File: config.mk
export PLATFORM = sky130hd
export DESIGN_NAME = ekrt_ram
export DESIGN_NICKNAME = d
export VERILOG_FILES = /design/src/rtl/ekrt_ram.sv
export SDC_FILE = /design/constraint.sdc
export NUM_CORES = 1
export LEC_CHECK = 0
export ABC_AREA = 1
export BUFFER_PORTS_ARGS = -buffer_cell sky130_fd_sc_hd__buf_2
export CELL_PAD_IN_SITES_DETAIL_PLACEMENT = 1
export CELL_PAD_IN_SITES_GLOBAL_PLACEMENT = 2
export CORE_MARGIN = 3
export CORE_UTILIZATION = 40
export DETAILED_ROUTE_END_ITERATION = 7
export PLACE_DENSITY_LB_ADDON = 0.1
export SLEW_MARGIN = 30
export SYNTH_ARGS = -nofsm -noshare
export SYNTH_HDL_FRONTEND = slang
export SYNTH_SLANG_ARGS = --single-unit
File: constraint.sdc
create_clock -name clk_i -period 1.8 [get_ports clk_i]
set_input_delay 0 -clock clk_i [delete_from_list [all_inputs] [get_ports clk_i]]
set_output_delay 0 -clock clk_i [all_outputs]
set_load 0.05 [all_outputs]
File: src/rtl/ekrt_ram.sv
// generic single port ram with registered read
// no dependencies
module ekrt_ram #(
  parameter int unsigned Width = 8,
  parameter int unsigned Depth = 16
) (
  input  logic                                       clk_i,
  input  logic                                       we_i,
  input  logic [((Depth > 1) ? $clog2(Depth) : 1)-1:0] addr_i,
  input  logic [Width-1:0]                           wdata_i,
  output logic [Width-1:0]                           rdata_o
);

  logic [Width-1:0] mem_q [Depth];

  always_ff @(posedge clk_i) begin
    if (we_i) begin
      mem_q[addr_i] <= wdata_i;
    end
    rdata_o <= mem_q[addr_i];
  end

endmodule

==> impl_metrics.ini <==
[outcome]
outcome = complete, no violations

[final_layout]
synthToLayoutAreaGrowth_pct = 17.3
fin_nets = 606
layout.cells.most_common_list = sky130_fd_sc_hd__nand2_1, sky130_fd_sc_hd__edfxtp_1, sky130_fd_sc_hd__buf_4
layout-drive-gt1-share_pct = 11.7
mostFrequentLayoutCell = sky130_fd_sc_hd__nand2_1
n_antenna_cell = 0

[job]
max-cap-violations = 0

[sta]
fin_setup_tns_ns = 0
fmaxAchievable_ghz = 0.929
finalClockSkew_ns = 0.00620
tightestPinTransition_ns = 0.703
finalMaxSlewViolations = 0
timing.slew.headroom_pct = 53.0
fin_ws_ns = 0.724
setup_viol_count_final = 0
timing.final.hold_violations = 0
unrepaired_setup_endpoints_after_global_routing = false
final_min_period_over_clock_period_pct = 59.8
final_period_minus_worst_setup_slack_ns = 1.08

[clocking]
cts_inserted_buffers = 17
clk_path_buf_depth = 2
cts.sink_count = 136
cts_repair_resize_count = 0
path_clk_slew_ns = 0.05
cts_hold_buf = 0
clock_latency_ns = 0.42
post_cts_buffers = 0
tritoncts_clock_tree = built
cts-root-buf = sky130_fd_sc_hd__clkbuf_16
htreeDepth = 4

[synth]
yosys.cell_types.count = 11
syn_area_per_cell_um2 = 10.2
synthesis.yosys.warnings = 0
mappedNetlistArea_mm2 = 0.00559
postSynthNetCount = 562
synth_seq_area_share_pct = 71.6
syn-instance-count = 548
synth-seq-cells = 136

[setup_path]
critPathTopFamily = buffers and inverters
required_ns = 1.93
critical_path.startpoint_type = input pin
critical-path-slowest-cell = sky130_fd_sc_hd__nand3_1
bufs_and_invs_on_worst_path = 3
critical_path.cell_chain = buf_2, inv_2, nand3_1, nor2_1, buf_4
timing.critical_path.to_type = flip-flop
critical_path_fanouts_max = 21
timing_worst_setup_path_type = in -> reg
critPathMaxStageDelay_ns = 0.37
critPathArrivalTime_ns = 1.20

[detailed_routing]
wire_per_inst_um = 18.1
detailroute.via_count = 3663
route.detailed.vias_per_inst = 4.69
drtPass1Iterations = 4
routed_wirelength_um = 14100
route.antenna.remaining_nets = 0
route.detailed.drc = 0
drtIter0Drc = 212

[global_route]
first_global_vias = 3926
grt_remaining_overflow = 0
maximum_number_of_pins_on_one_net_before_global_route_repair = 34
grt_pass1_wl_um = 22400
track_usage_pct = 19.6
grt_antenna_before_repair = 0

[die]
die_width_um = 124
floorplan.core_area_mm2 = 0.0135
initial_utilization_pct = 41.6
cell_row_count = 42
floorplan.die_area_mm2 = 0.0154
num_io_pins = 22
die_h_um = 124

[placed_design]
port_buffers = 21
preCtsSetupSlack_ns = 0.259
routability_cong = 0.751
detailedPlacementHpwl_um = 9110

[power_and_ir_drop]
p_per_area_mw_per_mm2 = 1130
p_total_mw = 7.43
total_leakage_power_nw = 2.83
max-vdd-ir-drop_v = 0.00115

[hold_path]
hold_class = in -> reg
==> kinds of logic after synthesis <==
kind of cell / count (synthesis) / synth area share [%]
DFF: 136 / 71.6
buffers and inverters: 44 / 3.62
and+or+nand+nor: 368 / 24.8
==> synth_stat cells <==
master	n	area share, %
sky130_fd_sc_hd__nand3_1	4	0.36
sky130_fd_sc_hd__buf_4	6	0.81
sky130_fd_sc_hd__edfxtp_1	128	69
sky130_fd_sc_hd__nand2_1	346	23
sky130_fd_sc_hd__inv_2	1	0.067
sky130_fd_sc_hd__inv_1	21	1.4
sky130_fd_sc_hd__dfxtp_1	8	2.9
sky130_fd_sc_hd__buf_2	12	1.1
sky130_fd_sc_hd__nor2_1	18	1.2
sky130_fd_sc_hd__clkinv_1	1	0.067
sky130_fd_sc_hd__clkbuf_1	3	0.20
==> cell type report <==
cell class,count,area (µm²)
clock inverter,11,130
sequential,136,4000
timing repair buffer,46,293
inverter,23,86.3
tap,176,220
fill,1492,6890
clock buffer,21,440
multi-input combinational,368,1390
==> sequential cells by signal, indices dropped and copies added (netlist names) <==
signal / flops
mem_q: 128
rdata_o: 8
==> routing by layer <==
layer  GRT usage, %  wire, µm
met5              0         0
met4           6.58       211
met3           4.42       698
met2           30.0      6410
met1           27.7      6820
==> worst register-to-register path: cells and delay by family (launching register included) <==
kind | cells | cell delay, ns
buffers and inverters | 1 | 0.05
DFF | 1 | 0.37
and+or+nand+nor | 7 | 0.52
==> where the power goes <==
part | internal [mW] | total (mW) | switching [mW]
registers | 3.54 | 3.56 | 0.0191
clock network | 2.15 | 3.35 | 1.20
logic | 0.123 | 0.517 | 0.394
total | 5.81 | 7.43 | 1.61
==> metrics by stage <==
step / instance area [µm²] / hold WS, ns / util (%) / cells
3_3_place_gp: 5990 / 0.471 / 44.5 / 749
3_5_place_dp: 5990 / 0.474 / 44.5 / 749
4_1_cts: 6560 / 0.0305 / 48.8 / 781
6_report: 6560 / 0.0335 / 48.8 / 781
5_1_grt: 6560 / 0.0402 / 48.8 / 781
2_1_floorplan: 5590 / 0.0989 / - / 548
==> worst paths after layout <==
kind | endpoint | slack, ns | from | cells after the start
max | mem_q[14][1] | 0.72 | addr_i[0] | 5
min | mem_q[15][0] | 0.03 | wdata_i[0] | 1
max reg2reg | rdata_o[5] | 0.75 | mem_q[7][5] | 8
min reg2reg | rdata_o[7] | 0.72 | mem_q[13][7] | 8
(Power assumes the default switching activity.)
